## src/rtl/core/psi_pkg.sv

```systemverilog
// Shared constants for the polyline segment interpolator.
package psi_pkg;

    localparam int MaxPoints   = 64;
    localparam int CordicSteps = 20;
    localparam int CordW       = 52;
    localparam int ZW          = 27;

    localparam logic [6:0]  ResetPoints = 7'd10;
    localparam logic [16:0] HeadingTurn = 17'd92160;
    localparam logic [16:0] HeadingHalf = 17'd46080;
    localparam logic signed [ZW-1:0] HalfTurn = ZW'(180 * 65536);
    localparam logic signed [ZW-1:0] FullTurn = ZW'(360 * 65536);

    function automatic logic [21:0] atan_entry(input logic [4:0] i);
        case (i)
            5'd0:    atan_entry = 22'd2949120;
            5'd1:    atan_entry = 22'd1740967;
            5'd2:    atan_entry = 22'd919879;
            5'd3:    atan_entry = 22'd466945;
            5'd4:    atan_entry = 22'd234379;
            5'd5:    atan_entry = 22'd117304;
            5'd6:    atan_entry = 22'd58666;
            5'd7:    atan_entry = 22'd29335;
            5'd8:    atan_entry = 22'd14668;
            5'd9:    atan_entry = 22'd7334;
            5'd10:   atan_entry = 22'd3667;
            5'd11:   atan_entry = 22'd1833;
            5'd12:   atan_entry = 22'd917;
            5'd13:   atan_entry = 22'd458;
            5'd14:   atan_entry = 22'd229;
            5'd15:   atan_entry = 22'd115;
            5'd16:   atan_entry = 22'd57;
            5'd17:   atan_entry = 22'd29;
            5'd18:   atan_entry = 22'd14;
            5'd19:   atan_entry = 22'd7;
            default: atan_entry = 22'd0;
        endcase
    endfunction

endpackage

```

## src/rtl/core/polyline_segment_interpolator_core.sv

```systemverilog
// Top level of the polyline segment interpolator.
//
//  channel | dir | handshake             | payload
//  s_axis  | in  | s_axis_tvalid/tready  | tdata {lon[28:0], lat[27:0]}, tuser path_start
//  m_axis  | out | m_axis_tvalid/tready  | tdata {hdg, lon, lat}, tlast segment_last
//  cfg     | in  | i_cfg_valid/o_cfg_ready | points_per_segment
//
// A starting waypoint is only stored. A continuing waypoint first runs the
// CORDIC, then for each of N points one shared 36-step restoring divider is
// run for latitude and again for longitude before the output beat. The block
// takes no beat while busy. Reset is synchronous; the output holds while
// m_axis_tready is low.
module polyline_segment_interpolator_core (
    input  logic        i_clk,
    input  logic        i_rst_n,
    input  logic        s_axis_tvalid,
    output logic        s_axis_tready,
    input  logic [63:0] s_axis_tdata,  // latitude[27:0], longitude[56:28], zero fill
    input  logic        s_axis_tuser,  // path_start
    output logic        m_axis_tvalid,
    input  logic        m_axis_tready,
    output logic [79:0] m_axis_tdata,  // point_latitude, point_longitude, heading, zero fill
    output logic        m_axis_tlast,  // segment_last
    input  logic        i_cfg_valid,
    output logic        o_cfg_ready,
    input  logic [6:0]  i_cfg_data     // points_per_segment
);
    typedef enum logic [2:0] {S_IDLE, S_HEAD, S_DLAT, S_DLON, S_OUT} t_state;
    t_state r_state;

    logic signed [27:0] r_prev_lat, r_lat2, r_plat;
    logic signed [28:0] r_prev_lon, r_lon2, r_plon;
    logic        r_have;
    logic [6:0]  r_npts, r_n, r_j;
    logic [16:0] r_head;
    logic        r_out_valid, r_last;
    logic        r_div_start, r_cor_start;

    logic signed [27:0] in_lat;
    logic signed [28:0] in_lon;
    assign in_lat = s_axis_tdata[27:0];
    assign in_lon = s_axis_tdata[56:28];

    // Shared divider operand: j times the delta of the current axis.
    logic signed [29:0] dsel;
    logic signed [35:0] prod;
    assign dsel = (r_state == S_DLAT) ? (30'(r_lat2) - 30'(r_prev_lat))
                                      : (30'(r_lon2) - 30'(r_prev_lon));
    assign prod = 36'(dsel) * $signed({1'b0, r_j});

    logic               div_done;
    logic signed [29:0] quot;

    psi_divider u_div (
        .i_clk(i_clk), .i_rst_n(i_rst_n), .i_start(r_div_start), .i_num(prod),
        .i_den(r_n), .o_done(div_done), .o_quot(quot)
    );

    logic        cor_done;
    logic [16:0] cor_head;
    psi_cordic u_cordic (
        .i_clk(i_clk), .i_rst_n(i_rst_n), .i_start(r_cor_start),
        .i_x(29'(r_prev_lat) - 29'(r_lat2)), .i_y(30'(r_prev_lon) - 30'(r_lon2)),
        .o_done(cor_done), .o_heading(cor_head)
    );

    assign s_axis_tready = (r_state == S_IDLE);
    assign o_cfg_ready   = 1'b1;

    always_ff @(posedge i_clk) begin
        if (!i_rst_n) begin
            r_state     <= S_IDLE;
            r_have      <= 1'b0;
            r_prev_lat  <= '0;
            r_prev_lon  <= '0;
            r_npts      <= psi_pkg::ResetPoints;
            r_out_valid <= 1'b0;
            r_div_start <= 1'b0;
            r_cor_start <= 1'b0;
        end else begin
            r_div_start <= 1'b0;
            r_cor_start <= 1'b0;
            if (i_cfg_valid) r_npts <= i_cfg_data;
            case (r_state)
                S_IDLE: begin
                    if (s_axis_tvalid) begin
                        if (s_axis_tuser || !r_have) begin
                            r_prev_lat <= in_lat;
                            r_prev_lon <= in_lon;
                            r_have     <= 1'b1;
                        end else begin
                            r_lat2 <= in_lat;
                            r_lon2 <= in_lon;
                            r_j    <= '0;
                            if (r_npts == 7'd0) r_n <= 7'd1;
                            else if (r_npts > 7'(psi_pkg::MaxPoints)) r_n <= 7'(psi_pkg::MaxPoints);
                            else r_n <= r_npts;
                            r_cor_start <= 1'b1;
                            r_state     <= S_HEAD;
                        end
                    end
                end
                S_HEAD: begin
                    if (cor_done) begin
                        r_head      <= cor_head;
                        r_div_start <= 1'b1;
                        r_state     <= S_DLAT;
                    end
                end
                S_DLAT: begin
                    if (div_done) begin
                        r_plat      <= 28'(30'(r_prev_lat) + quot);
                        r_div_start <= 1'b1;
                        r_state     <= S_DLON;
                    end
                end
                S_DLON: begin
                    if (div_done) begin
                        r_plon      <= 29'(30'(r_prev_lon) + quot);
                        r_last      <= (r_j == r_n - 7'd1);
                        r_out_valid <= 1'b1;
                        r_state     <= S_OUT;
                    end
                end
                S_OUT: begin
                    if (m_axis_tready) begin
                        r_out_valid <= 1'b0;
                        if (r_last) begin
                            r_prev_lat <= r_lat2;
                            r_prev_lon <= r_lon2;
                            r_state    <= S_IDLE;
                        end else begin
                            r_j         <= r_j + 7'd1;
                            r_div_start <= 1'b1;
                            r_state     <= S_DLAT;
                        end
                    end
                end
                default: r_state <= S_IDLE;
            endcase
        end
    end

    assign m_axis_tvalid = r_out_valid;
    assign m_axis_tlast  = r_last;
    assign m_axis_tdata  = {6'd0, r_head, r_plon, r_plat};
endmodule

```

## src/rtl/core/psi_cordic.sv

```systemverilog
// Iterative vectoring CORDIC giving the segment heading in 1/256 degree.
module psi_cordic (
    input  logic                 i_clk,
    input  logic                 i_rst_n,
    input  logic                 i_start,
    input  logic signed [28:0]   i_x,
    input  logic signed [29:0]   i_y,
    output logic                 o_done,
    output logic [16:0]          o_heading
);
    typedef enum logic [1:0] {S_IDLE, S_ITER, S_WRAP, S_ROUND} t_state;
    t_state r_state;
    logic signed [psi_pkg::CordW-1:0] r_x, r_y;
    logic signed [psi_pkg::ZW-1:0]    r_z;
    logic [4:0]  r_i;
    logic        r_zero;
    logic [16:0] r_heading;
    logic        r_done;

    logic signed [psi_pkg::CordW-1:0] xs, ys;
    logic signed [psi_pkg::ZW-1:0]    at;
    logic [psi_pkg::ZW-1:0]           rnd;
    assign xs  = r_x >>> r_i;
    assign ys  = r_y >>> r_i;
    assign at  = psi_pkg::ZW'(psi_pkg::atan_entry(r_i));
    assign rnd = (psi_pkg::ZW'(r_z) + psi_pkg::ZW'(128)) >> 8;

    always_ff @(posedge i_clk) begin
        if (!i_rst_n) begin
            r_state <= S_IDLE;
            r_done  <= 1'b0;
        end else begin
            r_done <= 1'b0;
            case (r_state)
                S_IDLE: begin
                    if (i_start) begin
                        r_zero <= (i_x == 0) && (i_y == 0);
                        r_i    <= 5'd0;
                        if (i_x < 0) begin
                            r_x <= -(psi_pkg::CordW'(i_x) <<< 20);
                            r_y <= -(psi_pkg::CordW'(i_y) <<< 20);
                            r_z <= '0;
                        end else begin
                            r_x <= psi_pkg::CordW'(i_x) <<< 20;
                            r_y <= psi_pkg::CordW'(i_y) <<< 20;
                            r_z <= psi_pkg::HalfTurn;
                        end
                        r_state <= S_ITER;
                    end
                end
                S_ITER: begin
                    if (!r_y[psi_pkg::CordW-1]) begin
                        r_x <= r_x + ys;
                        r_y <= r_y - xs;
                        r_z <= r_z + at;
                    end else begin
                        r_x <= r_x - ys;
                        r_y <= r_y + xs;
                        r_z <= r_z - at;
                    end
                    r_i <= r_i + 5'd1;
                    if (r_i == 5'(psi_pkg::CordicSteps - 1)) r_state <= S_WRAP;
                end
                S_WRAP: begin
                    if (r_z < 0) r_z <= r_z + psi_pkg::FullTurn;
                    else if (r_z >= psi_pkg::FullTurn) r_z <= r_z - psi_pkg::FullTurn;
                    else r_state <= S_ROUND;
                end
                S_ROUND: begin
                    if (r_zero) r_heading <= psi_pkg::HeadingHalf;
                    else if (17'(rnd) >= psi_pkg::HeadingTurn) r_heading <= '0;
                    else r_heading <= 17'(rnd);
                    r_done  <= 1'b1;
                    r_state <= S_IDLE;
                end
                default: r_state <= S_IDLE;
            endcase
        end
    end

    assign o_done    = r_done;
    assign o_heading = r_heading;
endmodule

```

## src/rtl/core/psi_divider.sv

```systemverilog
// Restoring divider: signed numerator over a small unsigned count, truncating.
module psi_divider (
    input  logic                i_clk,
    input  logic                i_rst_n,
    input  logic                i_start,
    input  logic signed [35:0]  i_num,
    input  logic [6:0]          i_den,
    output logic                o_done,
    output logic signed [29:0]  o_quot
);
    logic [35:0] r_q;
    logic [6:0]  r_rem, r_den;
    logic        r_neg, r_busy, r_done;
    logic [5:0]  r_cnt;
    logic [7:0]  trial;
    assign trial = {r_rem, r_q[35]};

    always_ff @(posedge i_clk) begin
        if (!i_rst_n) begin
            r_busy <= 1'b0;
            r_done <= 1'b0;
        end else begin
            r_done <= 1'b0;
            if (i_start) begin
                r_neg  <= i_num[35];
                r_q    <= i_num[35] ? 36'(-i_num) : i_num;
                r_den  <= i_den;
                r_rem  <= '0;
                r_cnt  <= '0;
                r_busy <= 1'b1;
            end else if (r_busy) begin
                if (trial >= {1'b0, r_den}) begin
                    r_rem <= 7'(trial - {1'b0, r_den});
                    r_q   <= {r_q[34:0], 1'b1};
                end else begin
                    r_rem <= trial[6:0];
                    r_q   <= {r_q[34:0], 1'b0};
                end
                r_cnt <= r_cnt + 6'd1;
                if (r_cnt == 6'd35) begin
                    r_busy <= 1'b0;
                    r_done <= 1'b1;
                end
            end
        end
    end

    assign o_done = r_done;
    assign o_quot = r_neg ? -30'(r_q) : 30'(r_q);
endmodule

```

## config.mk

```make
export PLATFORM = sky130hd
export DESIGN_NAME = polyline_segment_interpolator_core
export DESIGN_NICKNAME = d
export VERILOG_FILES = /design/src/rtl/core/psi_pkg.sv /design/src/rtl/core/polyline_segment_interpolator_core.sv /design/src/rtl/core/psi_cordic.sv /design/src/rtl/core/psi_divider.sv
export SDC_FILE = /design/constraint.sdc
export NUM_CORES = 2
export LEC_CHECK = 0
export ABC_CLOCK_PERIOD_IN_PS = 10400
export BUFFER_PORTS_ARGS = -buffer_cell sky130_fd_sc_hd__buf_4
export CAP_MARGIN = 20
export CORE_ASPECT_RATIO = 1.2
export CORE_MARGIN = 4
export CORE_UTILIZATION = 60
export DETAILED_ROUTE_END_ITERATION = 12
export GPL_ROUTABILITY_DRIVEN = 1
export PLACE_DENSITY = 0.77
export SETUP_SLACK_MARGIN = 0.1
export SLEW_MARGIN = 25
export SYNTH_ARGS = -nofsm -noshare
export SYNTH_HDL_FRONTEND = slang
export SYNTH_SLANG_ARGS = --single-unit
```

## constraint.sdc

```tcl
create_clock -name i_clk -period 10.4 [get_ports i_clk]
set_input_delay 0 -clock i_clk [delete_from_list [all_inputs] [get_ports i_clk]]
set_output_delay 0 -clock i_clk [all_outputs]
set_load 0.005 [all_outputs]
```

==> run metrics <==
Multi-input gate area=between 0.03 and 0.04 mm^2; unrepaired setup endpoints after global routing=no; r2r setup slk=590 ps; Storage cell area=between 0.01 and 0.015 mm^2; starting density of the core=0.607; Crit Path Category=reg -> reg; CTS tree=yes; root buffer cell=clkbuf_16; register bit total from synthesis=roughly 460; PortBufs=roughly 150; leading area contributor after synthesis=edfxtp_1; Synth top area share=0.204; CP bufs+invs=4; delay-heaviest family, CP=compound AO/OA/AOI/OAI gates; hpwl dp=124000 um; Tot GR Track Use=0.338; Chip Height=~330 um; mapped cell area=around 0.053 mm^2; worst hold path type=in -> reg; Site Rows=around 120; largest net degree at the start of global routing=~140; Critical R2R Launch=r_prev_lat[1]; Skew-Pair Late Insertion Delay=650 ps; Final Util=0.658; vias per inst=approximately 6.5; Post-synth EDFFs=approximately 360; Slew headroom=0.306; clk buf depth=3; reg2reg end=u_div.r_q[34]; clock sinks=between 400 and 500; Slew @ Worst Pin=roughly 1000 ps; Initial DRC Count=~4.2k; setup_tns=0 ps; Routed WL per cell=around 22 um; sequential cell area fraction in the yosys report=0.241; post-synth cell types=about 120; total grt overflow=0; # setup viols final=0; DRC viols=0; Synth async-reset ratio=0; Synthesis Warnings=0; hold path cells=2; core area=0.0867 mm^2; Final Max Slew Viols=0; Die Span X=between 200 and 300 um; die area=around 0.092 mm^2; post-CTS setup buffers=0; Fill cells=7085; hold endpoint=r_lon2[25]; worst endpoint required time=between 10000 and 15000 ps; WL final=roughly 160000 um; Period minus WS final=~9800 ps; Fin. Hold Viols=0; Routed Antenna Nets=0; Hold Worst Slack=88.3 ps; Critical Path Max Stage Delay=570 ps; Num CTS Buffers=53; syn_area_per_cell=just under 9 um^2; worst reg2reg path depth=33; cells after synthesis=between 5k and 6k; ratio of cells with drive above 1 in the final layout=0.0956; antenna cells=0; period utilization=0.944; vias in the first global route=45.5k; Final nets=approximately 6.7k; drt pass-1 iters=8; vias post-DR=46.6k; Worst Skew=about 31 ps; final worst slack=587 ps; Area contributors post-synth=edfxtp_1 (20%), ha_1 (9.5%), mux4_2 (6.8%); Worst EP arrival=10170 ps; Top FF cell, synth=edfxtp_1; CP Max Fanout=7; first-pass GRT wire length=about 250000 um; CP endpoint kind=flip-flop; Area Overhead vs Synth=8.50%; IO Count=approximately 160; dpl ws=591 ps; Fmax=between 100 and 150 MHz; Startpoint Class=flip-flop; antenna violations before repair=0; CP max stage cell=fa_1; htree depth=2; status=finished, final reports clean; total of max-cap violations=0; Reg clk slew, reported paths=around 60 ps; gp weighted congestion=~1.0; Worst Min Path Start=s_axis_tdata[53]
## cell families after synthesis
logic type,share of synthesized area
flops,0.241
xor+xnor,0.0896
simple gates,0.165
compound gates,0.194
fa+ha+maj,0.157
mux,0.0958
other cells,0.000143
buf+inv,0.0575
## sequential cells by signal, summed over array words and instances, names as in the netlist, 5 cells and up
name,count
u_cordic.r_x,52
u_cordic.r_y,52
u_div.r_q,36
r_lon2,29
r_plon,29
r_prev_lon,29
r_lat2,28
r_plat,28
r_prev_lat,28
u_cordic.r_z,27
u_cordic.at,22
r_head,17
u_cordic.o_heading,17
r_j,7
r_n,7
r_npts,7
u_div.r_den,7
u_div.r_rem,7
u_div.r_cnt,6
u_cordic.r_i,5
## metal layers
metal / vias up / global-route usage / wire length [um]
met4: 0 / 0.210 / 12300
met2: 2009 / 0.575 / 77100
met1: 22400 / 0.401 / 60000
met5: - / 0 / 0
li1: 21600 / - / -
met3: 587 / 0.0529 / 11500
## metrics by stage
step	area [um^2]	cells
global route	57000	7228
detailed placement	54300	7044
floorplan	52600	6003
global placement	54300	7044
finish	57000	7228
CTS	57000	7227
## cell usage after synthesis (32+ instances only)
library cell / count
edfxtp_1: 357
dfxtp_1: 98
fa_1: 161
o21ai_0: 344
nand2_1: 396
a211oi_1: 44
clkbuf_1: 220
buf_1: 32
nand3_1: 88
nor2b_1: 86
a31oi_1: 81
nor2_1: 584
mux4_2: 159
nor3_1: 119
nand2b_1: 74
inv_1: 440
a21o_1: 163
or3_1: 43
and2_1: 189
mux2i_1: 79
ha_1: 400
o31ai_1: 41
mux2_2: 45
xnor2_1: 374
nand4_1: 38
o21a_1: 71
and3_1: 39
o211ai_1: 83
xor2_1: 164
o21bai_1: 45
a21oi_1: 501
## cell usage in the layout, fill, tap and decap left out, types with 19 or more instances in the layout
cell | synthesis | routed
nor2_1 | 584 | 583
a21oi_1 | 501 | 500
inv_1 | 440 | 436
ha_1 | 400 | 399
nand2_1 | 396 | 395
xnor2_1 | 374 | 372
edfxtp_1 | 357 | 357
o21ai_0 | 344 | 342
buf_4 | 11 | 198
and2_1 | 189 | 189
xor2_1 | 164 | 164
a21o_1 | 163 | 163
fa_1 | 161 | 161
mux4_2 | 159 | 159
nor3_1 | 119 | 116
dfxtp_1 | 98 | 97
nand3_1 | 88 | 88
nor2b_1 | 86 | 86
o211ai_1 | 83 | 83
dlygate4sd3_1 | 0 | 83
a31oi_1 | 81 | 80
mux2i_1 | 79 | 78
nand2b_1 | 74 | 74
o21a_1 | 71 | 71
clkbuf_16 | 0 | 55
o21bai_1 | 45 | 45
mux2_2 | 45 | 45
a211oi_1 | 44 | 44
or3_1 | 43 | 43
o31ai_1 | 41 | 40
nand4_1 | 38 | 38
and3_1 | 39 | 38
nor4_1 | 24 | 24
or2_2 | 20 | 20
o22ai_1 | 20 | 20
a31o_2 | 19 | 19
## worst max-delay path by stage
| stage | to | startpoint | cells after the start | slack [ps] |
|---|---|---|---|---|
| CTS | u_div.r_q[34] | r_prev_lat[1] | 33 | 540 |
| finish | u_div.r_q[34] | r_prev_lat[1] | 33 | 590 |
| detailed placement | u_div.r_q[34] | r_prev_lat[1] | 33 | 590 |
| global route | u_div.r_q[34] | r_prev_lat[1] | 32 | 130 |
| global placement | u_div.r_q[34] | r_prev_lat[1] | 33 | 700 |
| floorplan | u_div.r_q[34] | r_lon2[0] | 35 | 2070 |
## cell type report
class	instances	area share
sequential	455	0.222
clock buffer	69	0.0258
clock inverter	31	0.00671
inverter	446	0.0295
timing repair buffer	285	0.0422
tap	1140	0.0250
multi-input combinational	4802	0.649
## worst reg2reg max path: cells and delay by family, from the launching register on
family / cells / cell delay [ps]
xor gates and xnor gates: 2 / 560
DFF: 1 / 500
and+or+nand+nor: 10 / 2560
AOI/OAI and AO/OA: 11 / 2890
buffers and inverters: 4 / 300
adders and majority gates: 6 / 2760
## repair_timing
action | 4_1_cts | 5_1_grt
hold buffers | 83 | 0
endpoints found under the setup margin | 0 | 9
gates resized for setup | 0 | 6
hold endpoints to repair | 137 | 0
Power is left out: the tool's default activity adds up to more than one toggle a clock period on the data nets, which glitch-free logic cannot reach.
